<file path="src/rtl/global_alignment_score_linear_top_defines.svh">
// ---------------------------------------------------------------------------
// alignment score block assertion macros
// shared concurrent assertion forms, clocked on clk, off during reset
// ---------------------------------------------------------------------------
`ifndef GLOBAL_ALIGNMENT_SCORE_LINEAR_TOP_DEFINES_SVH
`define GLOBAL_ALIGNMENT_SCORE_LINEAR_TOP_DEFINES_SVH

// same-cycle implication
`define GASL_ASSERT_NOW(label, ante, cons, msg) \
    label: assert property (@(posedge clk) disable iff (!rst_n) (ante) |-> (cons)) \
        else $error(msg);

// next-cycle implication
`define GASL_ASSERT_NEXT(label, ante, cons, msg) \
    label: assert property (@(posedge clk) disable iff (!rst_n) (ante) |=> (cons)) \
        else $error(msg);

`endif

</file>
<file path="src/rtl/gasl_pkg.sv">
// ---------------------------------------------------------------------------
// alignment score package
// sizes, opcodes and payload types shared by the alignment score block
// ---------------------------------------------------------------------------
`default_nettype none

package gasl_pkg;

    localparam int MAX_LEN  = 1024;
    localparam int LEN_W    = $clog2(MAX_LEN + 1);
    localparam int REF_AW   = (MAX_LEN > 1) ? $clog2(MAX_LEN) : 1;
    localparam int SCORE_W  = 20;
    localparam int SYM_W    = 8;
    localparam int CFG_W    = 8;
    localparam int CFG_AW   = 2;

    localparam logic [1:0] OP_LOAD_REF = 2'd0;
    localparam logic [1:0] OP_QUERY    = 2'd1;
    localparam logic [1:0] OP_EMIT     = 2'd2;

    localparam logic [CFG_AW-1:0] REG_MATCH    = 2'd0;
    localparam logic [CFG_AW-1:0] REG_GAP      = 2'd1;
    localparam logic [CFG_AW-1:0] REG_MISMATCH = 2'd2;

    typedef struct packed {
        logic [1:0]       opcode;
        logic [SYM_W-1:0] symbol;
    } item_t;

    typedef struct packed {
        logic signed [SCORE_W-1:0] score;
        logic                      error;
    } result_t;

    typedef struct packed {
        logic signed [CFG_W-1:0] match_score;
        logic signed [CFG_W-1:0] gap_score;
        logic signed [CFG_W-1:0] mismatch_score;
    } score_cfg_t;

    typedef struct packed {
        logic signed [SCORE_W-1:0] diag;
        logic signed [SCORE_W-1:0] up;
        logic signed [SCORE_W-1:0] left;
        logic [SYM_W-1:0]          ref_sym;
        logic [SYM_W-1:0]          qry_sym;
    } cell_in_t;

endpackage

`default_nettype wire

</file>
<file path="src/rtl/gasl_cell.sv">
// ---------------------------------------------------------------------------
// alignment score cell
// one matrix cell: best of diagonal, upper and left moves, saturated
// ---------------------------------------------------------------------------
`default_nettype none

module gasl_cell
    import gasl_pkg::*;
(
    input  wire cell_in_t                   cell_in,
    input  wire score_cfg_t                 cfg,
    output logic signed [SCORE_W-1:0]       best
);

    localparam logic signed [SCORE_W-1:0] S_MAX = {1'b0, {(SCORE_W-1){1'b1}}};
    localparam logic signed [SCORE_W-1:0] S_MIN = {1'b1, {(SCORE_W-1){1'b0}}};

    function automatic logic signed [SCORE_W-1:0] sat(input logic signed [SCORE_W:0] v);
        logic signed [SCORE_W-1:0] r;
        if (v[SCORE_W] != v[SCORE_W-1])
        begin
            r = v[SCORE_W] ? S_MIN : S_MAX;
        end
        else
        begin
            r = v[SCORE_W-1:0];
        end
        return r;
    endfunction

    logic signed [CFG_W-1:0]   sub;
    logic signed [SCORE_W:0]   sub_ext;
    logic signed [SCORE_W:0]   gap_ext;
    logic signed [SCORE_W-1:0] from_diag;
    logic signed [SCORE_W-1:0] from_up;
    logic signed [SCORE_W-1:0] from_left;
    logic signed [SCORE_W-1:0] best_du;

    assign sub     = (cell_in.ref_sym == cell_in.qry_sym) ? cfg.match_score
                                                          : cfg.mismatch_score;
    assign sub_ext = (SCORE_W+1)'(sub);
    assign gap_ext = (SCORE_W+1)'(cfg.gap_score);

    assign from_diag = sat((SCORE_W+1)'(cell_in.diag) + sub_ext);
    assign from_up   = sat((SCORE_W+1)'(cell_in.up) + gap_ext);
    assign from_left = sat((SCORE_W+1)'(cell_in.left) + gap_ext);

    assign best_du = (from_up > from_diag) ? from_up : from_diag;
    assign best    = (from_left > best_du) ? from_left : best_du;

endmodule

`default_nettype wire

</file>
<file path="config.mk">
export PLATFORM = sky130hd
export DESIGN_NAME = gasl_cell
export DESIGN_NICKNAME = d
export VERILOG_FILES = /design/src/rtl/global_alignment_score_linear_top_defines.svh /design/src/rtl/gasl_pkg.sv /design/src/rtl/gasl_cell.sv
export SDC_FILE = /design/constraint.sdc
export NUM_CORES = 1
export LEC_CHECK = 0
export BUFFER_PORTS_ARGS = -buffer_cell sky130_fd_sc_hd__buf_2
export CORE_MARGIN = 3
export CORE_UTILIZATION = 35
export DETAILED_ROUTE_END_ITERATION = 7
export GPL_TIMING_DRIVEN = 0
export PLACE_DENSITY_LB_ADDON = 0.2
export SLEW_MARGIN = 15
export SYNTH_ARGS = -nofsm -noshare
export SYNTH_HDL_FRONTEND = slang
export SYNTH_SLANG_ARGS = --single-unit
</file>
<file path="constraint.sdc">
create_clock -name vclk -period 11.6
set_clock_uncertainty 0.05 [all_clocks]
set_input_delay 1.16 -clock vclk [all_inputs]
set_output_delay 1.16 -clock vclk [all_outputs]
set_load 0.005 [all_outputs]
</file>
== Yosys cells after proc, flatten, opt, wreduce, memory -nomap -nowiden ==
Cells that the tools add are included.

* Add/sub/neg operators: 3
* Multipliers: 0
* Div/mod/pow operators: 0
* Order comparisons: 2
* Equality and inequality tests: 4
* Shift operators: 0
* Multiplexer cells: 9
* Bitwise gates (word level): 0
* Reductions and logical operators: 0

{| class="wikitable"
|+ Operator list
! cell !! count
|-
| $mux 20 || 8
|-
| $add 20x8->21 || 3
|-
| $gt 20x20->1 || 2
|-
| $eq 8x8->1 || 1
|-
| $mux 8 || 1
|-
| $ne 1x1->1 || 3
|}

* Flip-flop bits (word level): 0
* Bits in latches: 0
* Bits in writable memories: 0
* Memory bits (read-only): 0
* Bits of input ports: 100
* Output and inout port bits: 20
* Word-level logic and storage cells: 18
* Memories kept: 0

== Depth between registers and ports, before layout ==
Gate-level depths: netlist of run 1.

* Word-level depth: 9
* Gate-level depth with buffers: 41
* Depth with buffers taken out: 35

== Worst setup path after synthesis of run 1 ==
OpenSTA, ideal clock, no wires.

* Path type: input -> output
* Start: input cell_in[7] in the netlist's numbering
* End: output best[14]
* Arrival: 8.696 ns
* Data required time: 10.390 ns
* Slack: 1.694 ns
* Cell stages on the path: 39
* Path buffers: 6
* Path through: xor2_1 nor4_1 nand2_1 mux2_2 ha_1 clkbuf_1 a21o_1 a31oi_1 nand3_1 o211ai_1 a21oi_1 o21ai_0 nand2b_1 xor2_1 ha_1 clkbuf_1 clkbuf_1 nor2_1 [... 3 more ...] o21ai_0 nor2_1 a211oi_1 o21ai_0 nand4bb_1 nand3_1 buf_4 buf_2 mux2i_1 ha_1 a211o_1 a21oi_1 o211ai_1 a221oi_1 nand2_1 o31ai_2 buf_2 mux2i_1

* Cells in the longest elaborated chain, start to end: 9
* Elaborated cells between the ends (all ways): 10
* Classes of those cells: add/sub: 1; order compare: 2; eq/ne: 2; mux: 5

{| class="wikitable"
|+ Ends and longest elaborated chain
! element !! RTL line !! source
|-
| start: declaration || gasl_cell.sv:10 || <nowiki>input wire cell_in_t cell_in,</nowiki>
|-
| $eq 8x8->1 * || gasl_cell.sv:39 || <nowiki>assign sub = (cell_in.ref_sym == cell_in.qry_sym) ? cfg.match_score</nowiki>
|-
| $mux 8 * || gasl_cell.sv:39 ||
|-
| $add 20x8->21 * || gasl_cell.sv:44 || <nowiki>assign from_diag = sat((SCORE_W+1)'(cell_in.diag) + sub_ext);</nowiki>
|-
| $mux 20 or $ne 1x1->1 (tied branches) || gasl_cell.sv:22, gasl_cell.sv:20 ||
|-
| $mux 20 * || gasl_cell.sv:20 || <nowiki>if (v[SCORE_W] != v[SCORE_W-1])</nowiki>
|-
| $gt 20x20->1 || gasl_cell.sv:48 || <nowiki>assign best_du = (from_up > from_diag) ? from_up : from_diag;</nowiki>
|-
| $mux 20 * || gasl_cell.sv:48 ||
|-
| $gt 20x20->1 || gasl_cell.sv:49 || <nowiki>assign best = (from_left > best_du) ? from_left : best_du;</nowiki>
|-
| $mux 20 * || gasl_cell.sv:49 ||
|-
| end: declaration || gasl_cell.sv:12 || <nowiki>output logic signed [SCORE_W-1:0] best</nowiki>
|}

Mark *: on every way between the ends. The rest lies on a longest branch, timed or not.

== Worst setup path in the final report of run 1 ==
* Start: input cell_in[3] in the netlist's numbering
* End: output best[1]

The elaborated chain is that of the path after synthesis.

==> out/qor.json, run 1 <==
{
  "post_synthesis_cell_area_sq_um": 5280,
  "worst-endpoint-required_ns": 10.39,
  "final_util_pct": 41.8,
  "finalNetCount": 1049,
  "fmax_mhz": 91.2,
  "dpl-instance-area_sq_um": 6110,
  "die-area_sq_um": 16600,
  "dp_hpwl_mm": 13.6,
  "std_cell_core_area_sq_um": 14600,
  "synth_top_cells_by_count": "sky130_fd_sc_hd__ha_1 (105), sky130_fd_sc_hd__nand2_1 (59), sky130_fd_sc_hd__o21ai_0 (57)",
  "detailroute.via_count": 5656,
  "setup_viol": 0,
  "globalRouteOverflowTotal": 0,
  "post_synth_inst_count": 721,
  "cp_slowest_cell": "sky130_fd_sc_hd__or4bb_1",
  "sequential_cell_total": 0,
  "finalWorstPathRequiredPeriod_ns": 10.96,
  "die_y_microns": 129,
  "area_delta_synth_final_pct": 16.0,
  "routedWlPerCell_microns": 15.4,
  "crit_path_max_incr_delay_ns": 0.51,
  "power_uw": 1020,
  "avgViaCountPerCell": 5.53,
  "max_slew_margin_pct": 56.4,
  "chipWidth_microns": 129,
  "tightest_slew_ns": 0.647,
  "timing.hold.ws_ns": 2.93,
  "final-seq-area_sq_um": 0,
  "timing.critical_path.to": "best[1]",
  "synth_area_leader_cell": "sky130_fd_sc_hd__ha_1",
  "drt-initial-drc-count": 239,
  "cts_hold_repair.buffers": 0,
  "synth_cell_type_count": 73,
  "grt_util_all_layers_pct": 18.0,
  "synth.top_cells.by_area": "sky130_fd_sc_hd__ha_1 (25%), sky130_fd_sc_hd__o21ai_0 (5.4%), sky130_fd_sc_hd__a21oi_1 (5.1%), sky130_fd_sc_hd__mux2i_1 (4.9%), sky130_fd_sc_hd__a21o_1 (4.8%)",
  "critical_path.endpoint_type": "primary output",
  "maxSlewViolCount": 0,
  "routabilityCongestion": 0.923,
  "post-synth-top-count-cell": "sky130_fd_sc_hd__ha_1",
  "floorplan.initialDensity_pct": 36.1,
  "synth_area_per_cell_sq_um": 7.33,
  "top_delay_family_on_crit_path": "compound AO/OA/AOI/OAI gates",
  "max_cap_viol_count": 0,
  "detail-route-antenna-nets": 0,
  "post-cts-setup-buffers": 0,
  "min_path_type": "input port to primary output",
  "ys_seq_area_share_pct": 0,
  "criticalPathCategory": "input port to primary output",
  "critical_path_startpoint_category": "input port",
  "rsz_0062_raised_after_global_routing": "false",
  "via_count_of_the_first_global_routing_pass": 5282,
  "antenna_cells_inserted": 0,
  "worst-path-stages": 39,
  "total_leakage_power_uw": 0.00304,
  "drtPass1Iterations": 4,
  "synth_top_family_by_area": "compound AO/OA/AOI/OAI gates",
  "yosysTopAreaCellShare_pct": 24.9,
  "path_buf_inv": 6,
  "p_per_area_nw_per_um2": 166,
  "layout.clock_buffers": 0,
  "synth_mux_area_share_pct": 7.91,
  "outcome": "finished, final reports clean",
  "ioPinCount": 120,
  "global_route_wire_length_before_repair_mm": 25.4,
  "critical_path.max_fanout": 19,
  "detail_route.wirelength_mm": 15.7,
  "report.final.hold_viol_count": 0,
  "final.period_utilization_pct": 94.5,
  "xor_and_xnor_fraction_of_the_mapped_netlist_area_pct": 7.46,
  "remaining_drc_errors": 0,
  "synth-simple-area-share_pct": 19.4,
  "largest_net_degree_at_the_start_of_global_routing": 27,
  "num_rows": 44,
  "synth_compound_gate_area_share_pct": 33.7,
  "worstSetupStartpoint": "cell_in[3]",
  "synthesis.nets": 929,
  "grt_antenna_before_repair": 0,
  "peak_supply_drop_uv": 105,
  "drive_above_1_share_pct": 20.5,
  "yosysWarnings": 0,
  "synth_adder_area_share_pct": 26.4,
  "crit_arrival_ns": 9.75,
  "io_buffers": 120,
  "finish.instance_area_sq_um": 6130
}
## layout make-up
class                           count  area (sq um)
Buffer                             24           138
Multi-Input combinational cell    660          5030
Inverter                           35           131
Fill cell                        1613          8520
Tap cell                          184           230
Timing Repair Buffer              120           601
## placed cells by master, fill, tap and decap left out, types with 12 or more instances in the layout
cell type	instances
sky130_fd_sc_hd__buf_2	126
sky130_fd_sc_hd__nand3_1	22
sky130_fd_sc_hd__o21ai_0	57
sky130_fd_sc_hd__a21o_1	34
sky130_fd_sc_hd__mux2_2	13
sky130_fd_sc_hd__o21a_1	20
sky130_fd_sc_hd__mux2i_1	26
sky130_fd_sc_hd__xnor2_1	20
sky130_fd_sc_hd__nor2_1	40
sky130_fd_sc_hd__a21oi_1	54
sky130_fd_sc_hd__inv_1	34
sky130_fd_sc_hd__ha_1	104
sky130_fd_sc_hd__a22oi_1	12
sky130_fd_sc_hd__nand2_1	58
sky130_fd_sc_hd__xor2_1	25
## timing repair
item / 4_1_cts / 5_1_grt
gates cloned: 0 / 0
setup endpoints to repair: 18 / 20
gates resized for setup: 0 / 10
## logic make-up after synthesis
logic type	after synthesis
buffers and inverters	61
muxes	40
xor gates and xnor gates	45
AOI/OAI and AO/OA	262
adders and majority gates	110
and+or+nand+nor	203
## layer usage
metal / vias up / track usage [%] / wire, microns
li1: 2976 / - / -
met1: 2549 / 24.9 / 7740
met2: 123 / 32.2 / 7260
met3: 8 / 0.623 / 571
met4: 0 / 1.42 / 148
met5: - / 0 / 0
## power by group
part	total, uW	internal, uW	leakage [uW]	switching, uW
Clock	0	0	0	0
Sequential	0	0	0	0
Combinational	1020	439	0.00304	580
Total	1020	439	0.00304	580
## metrics by stage
stage	setup slack [ns]	TNS, ns	std cells
3_3_place_gp	-0.0772	-0.398	1025
4_1_cts	0.0761	0	1024
5_1_grt	0.0337	0	1023
6_report	0.637	0	1023
3_5_place_dp	-0.0832	-0.423	1025
2_1_floorplan	1.69	0	721
## worst min path at each step
| stage | slack, ns | depth (start not counted) | end | startpoint |
|---|---|---|---|---|
| after floorplan | 2.59 | 3 | best[0] | cfg[8] |
| after global placement | 2.94 | 5 | best[0] | cell_in[16] |
| after detailed placement | 2.94 | 6 | best[5] | cell_in[21] |
| after CTS | 2.94 | 6 | best[16] | cell_in[32] |
| after global routing | 2.98 | 5 | best[0] | cell_in[16] |
| final | 2.93 | 6 | best[16] | cell_in[32] |
No activity file was read; power rests on OpenSTA's default activity.
==> inputs of run 2 (changes only) <==
- CORE_UTILIZATION: 35 -> 45
==> run 2 against run 1 <==
Net effect: final area grew 0.45%; clock-buffer cell count is the same; critical path depth is the same.
==> out/qor.json, run 2 (same netlist as run 1, synthesis figures left out) <==
{
  "outcome": "finished, final reports clean",
  "drive_above_1_share_pct": 21.5,
  "io_buffers": 120,
  "die_y_microns": 114,
  "critical_path.max_fanout": 13,
  "criticalPathCategory": "input port to primary output",
  "critical_path.endpoint_type": "primary output",
  "chipWidth_microns": 114,
  "power_uw": 1050,
  "grt_antenna_before_repair": 0,
  "cp_slowest_cell": "sky130_fd_sc_hd__or4bb_1",
  "worst-endpoint-required_ns": 10.39,
  "antenna_cells_inserted": 0,
  "max_cap_viol_count": 0,
  "std_cell_core_area_sq_um": 11200,
  "finalWorstPathRequiredPeriod_ns": 10.96,
  "routedWlPerCell_microns": 16.4,
  "p_per_area_nw_per_um2": 171,
  "routedLengthMet1_mm": 7.38,
  "final_cell_mix": "sky130_fd_sc_hd__buf_2 (125), sky130_fd_sc_hd__ha_1 (104), sky130_fd_sc_hd__nand2_1 (58)",
  "min_path_cells": 5,
  "dp_hpwl_mm": 13.9,
  "final.period_utilization_pct": 94.5,
  "wl_met3_microns": 715,
  "global_route_wire_length_before_repair_mm": 26.8,
  "placement_stage_worst_setup_slack_ns": -0.174,
  "drt-initial-drc-count": 422,
  "min_delay_worst_endpoint": "best[0]",
  "report.final.hold_viol_count": 0,
  "total_leakage_power_uw": 0.00307,
  "detail_route.wirelength_mm": 16.1,
  "final-seq-area_sq_um": 0,
  "ioPinCount": 120,
  "largest_net_degree_at_the_start_of_global_routing": 27,
  "fmax_mhz": 91.2,
  "most_frequent_cell_on_the_critical_path": "sky130_fd_sc_hd__ha_1",
  "grt_util_all_layers_pct": 24.1,
  "layout_commonest_cell": "sky130_fd_sc_hd__buf_2",
  "peak_supply_drop_uv": 88.9,
  "tightest_slew_ns": 0.710,
  "maxSlewViolCount": 0,
  "critical_path_startpoint_category": "input port",
  "wl_met2_mm": 7.78,
  "die-area_sq_um": 13100,
  "via_count_of_the_first_global_routing_pass": 5823,
  "worstSetupStartpoint": "cell_in[7]",
  "finalNetCount": 1055,
  "detailroute.via_count": 5914,
  "avgViaCountPerCell": 6.00,
  "area_delta_synth_final_pct": 16.5,
  "worst_slack_ns": 0.640,
  "sequential_cell_total": 0,
  "remaining_drc_errors": 0,
  "top_signal_layer_used": "met4",
  "dpl-instance-area_sq_um": 6060,
  "layout.clock_buffers": 0,
  "finish.instance_area_sq_um": 6150,
  "crit_path_max_incr_delay_ns": 0.49,
  "min_path_type": "input port to primary output",
  "crit_arrival_ns": 9.75,
  "max_slew_margin_pct": 52.2,
  "num_rows": 38,
  "floorplan.initialDensity_pct": 47.3,
  "setup_viol": 0,
  "detail-route-antenna-nets": 0,
  "drtPass1Iterations": 6,
  "min-delay-start": "cell_in[16]",
  "cts_hold_repair.buffers": 0,
  "globalRouteOverflowTotal": 0,
  "routabilityCongestion": 0.916
}
[run 2: changes by cell type in the layout (fill, tap and decap cells not counted), sizes merged]
cell	previous run	this run
buf	132	137
clkbuf	12	13
[run 2: layout make-up]
cell class / count / area, sq um
timing repair buffer: 125 / 638
multi-input combinational: 660 / 5060
inverter: 35 / 131
fill: 1147 / 5020
buffer: 25 / 146
tap: 140 / 175
[run 2: worst max path at each step]
stage	to	cells after the start	slack (ns)
final	best[14]	39	0.64
after global routing	best[6]	41	-0.04
after CTS	best[17]	40	0.12
after detailed placement	best[15]	39	-0.17
after global placement	best[12]	40	-0.04
after floorplan	best[14]	39	1.69
[run 2: metal layers]
layer / GRT usage [%] / up-vias
met5: 0 / -
met4: 4.28 / 0
met2: 44.1 / 165
met3: 0.951 / 18
li1: - / 2997
met1: 31.6 / 2734
[run 2: critical path: cells and delay by family]
kind            cells  cell delay [ns]
compound gates     13             2.50
xor+xnor            2             0.41
fa+ha+maj           4             1.16
buf+inv             7             1.41
mux                 3             0.98
simple gates       10             2.09
[run 2: through the flow]
step	instances	util [%]	TNS [ns]	hold slack, ns
2_1_floorplan	721	-	0	2.59
3_3_place_gp	981	54.2	-0.206	2.87
3_5_place_dp	981	54.2	-2.07	2.87
4_1_cts	980	54.3	0	2.87
5_1_grt	985	55.1	-0.201	2.89
6_report	985	55.1	0	2.87
[run 2: timing repair]
item,in CTS,in global routing
gates resized for setup,4,16
setup endpoints to repair,19,20
buffers inserted,0,5
pin swaps,0,2
[run 2: power breakdown]
| part | switching [uW] | internal, uW |
|---|---|---|
| clock | 0 | 0 |
| combinational | 599 | 452 |
| sequential | 0 | 0 |
